<file path="config.mk">
export PLATFORM = sky130hd
export DESIGN_NAME = price_record_sorter_core
export DESIGN_NICKNAME = d
export VERILOG_FILES = /design/src/hdl/prs_pkg.sv /design/src/hdl/price_record_sorter_core.sv
export SDC_FILE = /design/constraint.sdc
export NUM_CORES = 2
export LEC_CHECK = 0
export ABC_AREA = 1
export BUFFER_PORTS_ARGS = -buffer_cell sky130_fd_sc_hd__buf_2
export CELL_PAD_IN_SITES_DETAIL_PLACEMENT = 1
export CELL_PAD_IN_SITES_GLOBAL_PLACEMENT = 1
export CORE_MARGIN = 1.5
export CORE_UTILIZATION = 50
export DETAILED_ROUTE_END_ITERATION = 8
export PLACE_DENSITY = 0.77
export SLEW_MARGIN = 10
export SYNTH_ARGS = -nofsm -noshare
export SYNTH_HDL_FRONTEND = slang
export SYNTH_SLANG_ARGS = --single-unit
</file>
<file path="constraint.sdc">
create_clock -name clk -period 8 [get_ports clk]
set_input_delay 1.6 -clock clk [delete_from_list [all_inputs] [get_ports clk]]
set_output_delay 1.6 -clock clk [all_outputs]
set_load 0.03 [all_outputs]
</file>
<file path="src/hdl/prs_pkg.sv">
// ----------------------------------------------------------------------------
// prs_pkg
// Shared widths, codes and types for the price record sorter.
// ----------------------------------------------------------------------------
package prs_pkg;

  localparam int MAX_RECORDS = 64;
  localparam int ADDR_W      = $clog2(MAX_RECORDS);
  localparam int CNT_W       = $clog2(MAX_RECORDS + 1);
  localparam int PRICE_W     = 32;
  localparam int TAG_W       = 6;
  localparam int MODE_W      = 2;

  // Sort order codes held in the configuration register
  localparam logic [MODE_W-1:0] MODE_KEEP = 2'd0;
  localparam logic [MODE_W-1:0] MODE_ASC  = 2'd1;
  localparam logic [MODE_W-1:0] MODE_DESC = 2'd2;

  typedef struct packed {
    logic [PRICE_W-1:0] price;
    logic [TAG_W-1:0]   tag;
  } rec_t;

  typedef enum logic [2:0] {
    S_LOAD,
    S_OUTER,
    S_HOLD,
    S_INNER,
    S_WB,
    S_EMIT_RD,
    S_EMIT
  } prs_state_t;

  // True when the pair (a at the lower index, b at the higher) must swap
  function automatic logic out_of_order(input logic [MODE_W-1:0]  mode,
                                        input logic [PRICE_W-1:0] a,
                                        input logic [PRICE_W-1:0] b);
    logic res;
    res = 1'b0;
    case (mode)
      MODE_ASC:  res = (a > b);
      MODE_DESC: res = (a < b);
      default:   res = 1'b0;
    endcase
    return res;
  endfunction

endpackage

</file>
<file path="src/hdl/price_record_sorter_core.sv">
// ----------------------------------------------------------------------------
// price_record_sorter_core
// Loads a list of price records, exchange-sorts it in place and emits it.
// ----------------------------------------------------------------------------
// Records enter one per cycle and are written to a 64-entry record memory;
// records beyond 64 are dropped, but an is_last flag on a dropped record still
// closes the list. On the item marked last the block stops taking input and
// runs an exchange sort in the memory (order_mode: 0 keep, 1 ascending,
// 2 descending; 3 behaves as 0), checking the mode at that moment and reading
// the mode register again at every compare. The entry at the outer index is
// held in a register while the inner index walks the memory one entry per
// cycle, one read and at most one write each cycle. No sort runs for a list
// of fewer than two records or when no order is selected. The records are
// then streamed out one per cycle when the output is not stalled, the final
// one flagged by out_last_out; the input is taken again from the cycle after
// the final item leaves the memory, while that item may still sit in the
// output register. Configuration is always ready; write it only while the
// block is idle.
// ----------------------------------------------------------------------------
module price_record_sorter_core (
  input  logic                        clk,
  input  logic                        rst_n,
  // configuration write channel
  input  logic                        cfg_valid,
  output logic                        cfg_ready,
  input  logic [prs_pkg::MODE_W-1:0]  cfg_order_mode,
  // record input channel
  input  logic                        in_valid,
  output logic                        in_stall,
  input  logic [prs_pkg::PRICE_W-1:0] in_price,
  input  logic [prs_pkg::TAG_W-1:0]   in_record_tag,
  input  logic                        in_is_last,
  // sorted record output channel
  output logic                        out_valid,
  input  logic                        out_stall,
  output logic [prs_pkg::PRICE_W-1:0] out_sorted_price,
  output logic [prs_pkg::TAG_W-1:0]   out_sorted_tag,
  output logic                        out_last_out
);
  import prs_pkg::*;

  // Record memory: one write port, one registered read port
  rec_t mem [MAX_RECORDS];
  rec_t rd_data_r;

  logic              wr_en;
  logic [ADDR_W-1:0] wr_addr;
  rec_t              wr_data;
  logic [ADDR_W-1:0] rd_addr;

  prs_state_t state_r, state_nxt;
  logic [MODE_W-1:0] mode_r;
  logic [CNT_W-1:0]  cnt_r, cnt_nxt;
  logic [ADDR_W-1:0] i_r, i_nxt;
  logic [ADDR_W-1:0] j_r, j_nxt;
  logic [ADDR_W-1:0] k_r, k_nxt;
  rec_t              hold_r, hold_nxt;

  logic               out_valid_r, out_valid_nxt;
  logic [PRICE_W-1:0] out_price_r, out_price_nxt;
  logic [TAG_W-1:0]   out_tag_r, out_tag_nxt;
  logic               out_last_r, out_last_nxt;

  logic [ADDR_W-1:0] last_idx;
  logic [CNT_W-1:0]  cnt_after;
  logic              room;
  logic              out_free;

  assign cfg_ready        = 1'b1;
  assign in_stall         = (state_r != S_LOAD);
  assign out_valid        = out_valid_r;
  assign out_sorted_price = out_price_r;
  assign out_sorted_tag   = out_tag_r;
  assign out_last_out     = out_last_r;

  // Highest occupied index of the current list (list never empty once closed)
  assign last_idx  = ADDR_W'(cnt_r - 1'b1);
  assign room      = (cnt_r < CNT_W'(MAX_RECORDS));
  assign cnt_after = room ? CNT_W'(cnt_r + 1'b1) : cnt_r;
  assign out_free  = !out_valid_r || !out_stall;

  // Memory ports
  always_ff @(posedge clk) begin
    if (wr_en) begin
      mem[wr_addr] <= wr_data;
    end
    rd_data_r <= mem[rd_addr];
  end

  // Control and datapath registers
  always_ff @(posedge clk) begin
    if (!rst_n) begin
      state_r     <= S_LOAD;
      mode_r      <= MODE_ASC;
      cnt_r       <= '0;
      out_valid_r <= 1'b0;
    end else begin
      state_r     <= state_nxt;
      cnt_r       <= cnt_nxt;
      out_valid_r <= out_valid_nxt;
      if (cfg_valid && cfg_ready) begin
        mode_r <= cfg_order_mode;
      end
    end
  end

  always_ff @(posedge clk) begin
    i_r         <= i_nxt;
    j_r         <= j_nxt;
    k_r         <= k_nxt;
    hold_r      <= hold_nxt;
    out_price_r <= out_price_nxt;
    out_tag_r   <= out_tag_nxt;
    out_last_r  <= out_last_nxt;
  end

  // Sequencer: load, sort in place, emit
  always_comb begin
    state_nxt     = state_r;
    cnt_nxt       = cnt_r;
    i_nxt         = i_r;
    j_nxt         = j_r;
    k_nxt         = k_r;
    hold_nxt      = hold_r;
    out_valid_nxt = out_valid_r && out_stall;
    out_price_nxt = out_price_r;
    out_tag_nxt   = out_tag_r;
    out_last_nxt  = out_last_r;
    wr_en         = 1'b0;
    wr_addr       = i_r;
    wr_data       = hold_r;
    rd_addr       = i_r;

    unique case (state_r)
      S_LOAD: begin
        if (in_valid) begin
          // store while there is room, drop otherwise
          if (room) begin
            wr_en         = 1'b1;
            wr_addr       = cnt_r[ADDR_W-1:0];
            wr_data.price = in_price;
            wr_data.tag   = in_record_tag;
          end
          cnt_nxt = cnt_after;
          if (in_is_last) begin
            i_nxt = '0;
            k_nxt = '0;
            if ((cnt_after > CNT_W'(1)) && (mode_r == MODE_ASC || mode_r == MODE_DESC)) begin
              state_nxt = S_OUTER;
            end else begin
              state_nxt = S_EMIT_RD;
            end
          end
        end
      end

      S_OUTER: begin
        rd_addr   = i_r;
        state_nxt = S_HOLD;
      end

      S_HOLD: begin
        // capture entry i, fetch first partner
        hold_nxt  = rd_data_r;
        rd_addr   = ADDR_W'(i_r + 1'b1);
        j_nxt     = ADDR_W'(i_r + 1'b1);
        state_nxt = S_INNER;
      end

      S_INNER: begin
        if (out_of_order(mode_r, hold_r.price, rd_data_r.price)) begin
          wr_en    = 1'b1;
          wr_addr  = j_r;
          wr_data  = hold_r;
          hold_nxt = rd_data_r;
        end
        if (j_r == last_idx) begin
          state_nxt = S_WB;
        end else begin
          j_nxt   = ADDR_W'(j_r + 1'b1);
          rd_addr = ADDR_W'(j_r + 1'b1);
        end
      end

      S_WB: begin
        // write back entry i, advance the outer index
        wr_en   = 1'b1;
        wr_addr = i_r;
        wr_data = hold_r;
        if (ADDR_W'(i_r + 1'b1) == last_idx) begin
          k_nxt     = '0;
          state_nxt = S_EMIT_RD;
        end else begin
          i_nxt     = ADDR_W'(i_r + 1'b1);
          rd_addr   = ADDR_W'(i_r + 1'b1);
          state_nxt = S_HOLD;
        end
      end

      S_EMIT_RD: begin
        rd_addr   = k_r;
        state_nxt = S_EMIT;
      end

      S_EMIT: begin
        // hold the read address while the output is blocked
        rd_addr = k_r;
        if (out_free) begin
          out_valid_nxt = 1'b1;
          out_price_nxt = rd_data_r.price;
          out_tag_nxt   = rd_data_r.tag;
          out_last_nxt  = (k_r == last_idx);
          if (k_r == last_idx) begin
            cnt_nxt   = '0;
            state_nxt = S_LOAD;
          end else begin
            k_nxt   = ADDR_W'(k_r + 1'b1);
            rd_addr = ADDR_W'(k_r + 1'b1);
          end
        end
      end

      default: begin
        state_nxt = S_LOAD;
      end
    endcase
  end

endmodule

</file>
==> metrics.yaml <==
route.final.wire_length_um: 387000
grt_setup_unrepaired: "false"
tritoncts: "yes"
totalNegativeSetupSlack_ns: 0
avgViaCountPerCell: 6.09
cts-buffers-inserted: 290
die_height_um: 480
worstPathMaxFanout: 30
cts.hold.buffers_added: 0
worst-slew-pin-transition_ns: 1.26
mostFrequentLayoutCell: "nand3_1"
fmaxAchievable_mhz: 150
synthDistinctLibCells: 47
grt_max_degree: 180
holdCritPathClass: "reg2reg"
synth_area_um2: 114000
syn-instance-count: 10400
post_cts.resized_instances: 0
start_util_pct: 50.4
placement.cell_area_um2: 118000
r2r_end: "mem[61][17]"
min_period_over_period_pct: 83.1
start_kind: "flip-flop"
worstSetupEndpoint: "mem[61][17]"
cts.sinks: 2578
worst_clock_skew_ns: 0.0713
multiInputGateArea_um2: 28400
worst_setup_path_end_kind: "flip-flop"
drive_above_1_share_pct: 7.48
finish.instance_area_um2: 126000
worst_setup_hold_path_clk_slew_ns: 0.06
clockBufferDepth: 4
layout_net_count: 10400
number_of_antenna_violations_at_the_first_check_in_global_routing: 16
grt-ovfl-total: 0
setup_violations: 0
dieWidth_um: 480
drc: 0
crit_type: "reg2reg"
final_cell_mix: "nand3_1, edfxtp_1, nand2_1"
postCtsSetupBuffers: 0
fin_crit_ns: 6.65
number_of_storage_elements_in_the_synthesis_netlist: 2578
ys.warnings.count: 0
area.growth.synth_to_final_pct: 11.0
reg2reg_slack_ns: 1.35
port_buffer_count: 86
ports_placed_on_the_boundary: 88
fin_worst_hold_slack_ns: 0.460
clock_insertion_delay_worst_skew_ns: 0.97
part_of_the_yosys_area_used_for_sequential_elements_pct: 67.6
htree_levels: 5
hpwl_um: 218000
design.die.area_um2: 230000
maxCapViolations: 0
route.detailed.wl_per_inst_um: 28.6
worst_ep_arrival_time_ns: 7.28
grt_first_pass_wirelength_um: 568000
via_count_of_the_first_global_routing_pass: 86100
layout.area.seq_um2: 76900
ctsRootBufferMaster: "clkbuf_16"
coreArea_um2: 226000
slew-limit-headroom_pct: 15.8
worst_r2r_startpoint: "rd_data_r[12]"
drt-initial-drc-count: 9439
detail_route.first_pass.iterations: 9
layout_fillers: 23500
placementRows: 174
rr_worst_depth: 17
cp.required_ns: 8.63
report.final.hold_viol_count: 0
grtUsageTotal_pct: 33.4
final-max-slew-violation-count: 0
postSynthNetCount: 10500
crit_path_start: "rd_data_r[12]"
vias: 82300
post-route-util_pct: 56.0
drt.antenna.violating_nets: 0
place_congestion: 0.900
synth.avg_cell_area_um2: 10.9
status: "completed"
==> registers in the layout (all words and copies together) (netlist names), 2 cells and up <==
name,count
cnt_r,7
hold_r,38
i_r,6
j_r,6
k_r,6
mem,2432
mode_r,2
out_sorted_price,32
out_sorted_tag,6
rd_data_r,38
state_r,3
==> logic make-up after synthesis <==
kind of cell,share of synthesized area [%]
and+or+nand+nor,23.2
DFF,67.6
buffers and inverters,8.21
AOI/OAI and AO/OA,0.483
adders and majority gates,0.429
xor gates and xnor gates,0.100
other,0.00330
==> per-layer routing <==
layer | track usage (%) | share of wire [%] | vias to the layer above | wire [um]
met5 | 0 | 0.018 | - | 70
met4 | 17.2 | 5.8 | 12 | 22400
met3 | 5.22 | 8.5 | 1036 | 33000
met2 | 54.7 | 48 | 4248 | 185000
met1 | 43.0 | 38 | 41800 | 147000
li1 | - | - | 35200 | -
==> worst min path at each step <==
| stage | start | end | depth (start not counted) |
|---|---|---|---|
| after floorplan | rd_data_r[0] | hold_r[0] | 0 |
| after global routing | rd_data_r[18] | out_sorted_price[12] | 0 |
| after detailed placement | rd_data_r[9] | hold_r[9] | 0 |
| after CTS | rd_data_r[18] | hold_r[18] | 0 |
| after global placement | rd_data_r[31] | hold_r[31] | 0 |
| final | rd_data_r[0] | hold_r[0] | 0 |
==> cell type report <==
| cell class | count | share of cell area (%) |
|---|---|---|
| sequential | 2578 | 60.9 |
| timing repair buffer | 262 | 1.76 |
| multi-input combinational | 5531 | 22.5 |
| inverter | 1669 | 4.98 |
| clock buffer | 363 | 6.12 |
| clock inverter | 123 | 0.791 |
| tap | 2992 | 2.96 |
| antenna | 2 | 0.00396 |
==> per-stage QoR <==
stage	worst slack, ns	instances
after global routing	1.16	13500
after global placement	1.48	13000
after detailed placement	1.42	13000
after floorplan	2.54	10400
final	1.35	13500
after CTS	1.37	13500
==> cell usage after synthesis, drive strengths merged <==
cell | instances | share of area [%]
nand4 | 18 | 0.099
nand2 | 1911 | 6.3
nand3b | 725 | 4.8
a21oi | 34 | 0.15
o21ai | 32 | 0.15
buf | 412 | 1.9
o2111ai | 1 | 0.0077
nor4 | 2 | 0.011
inv | 1666 | 5.5
nand3 | 2601 | 11
a22oi | 5 | 0.033
a41oi | 1 | 0.0077
a2111oi | 1 | 0.0077
o31ai | 1 | 0.0066
conb | 1 | 0.0033
xnor2 | 2 | 0.015
a31oi | 2 | 0.011
ha | 39 | 0.43
o21bai | 1 | 0.0066
nor3 | 9 | 0.058
clkinv | 3 | 0.0099
and3 | 1 | 0.0055
clkbuf | 243 | 0.80
nor2 | 117 | 0.42
o221ai | 2 | 0.015
o211ai | 1 | 0.0066
a221oi | 3 | 0.023
dfxtp | 51 | 0.90
edfxtp | 2527 | 67
a211oi | 2 | 0.013
xor2 | 11 | 0.085
o22ai | 8 | 0.044
==> worst max-delay path: stages, from the launching register on <==
cell and delay (ns):
dfxtp_1 0.44, inv_1 0.07, ha_1 0.30, nand4_1 0.25
o21ai_0 1.03, nand2_1 0.11, nand2_1 0.11, nand3b_1 0.36
nand3_1 0.40, nand3_1 0.27, nand2_1 0.13, nand3_1 0.07
nand2_1 0.07, nand2_1 0.22, inv_1 0.23, nand3_1 0.68
nor2_4 1.21, buf_4 0.36
Power is left out: the tool's default activity adds up to more than one toggle a clock period on the data nets, which glitch-free logic cannot reach.
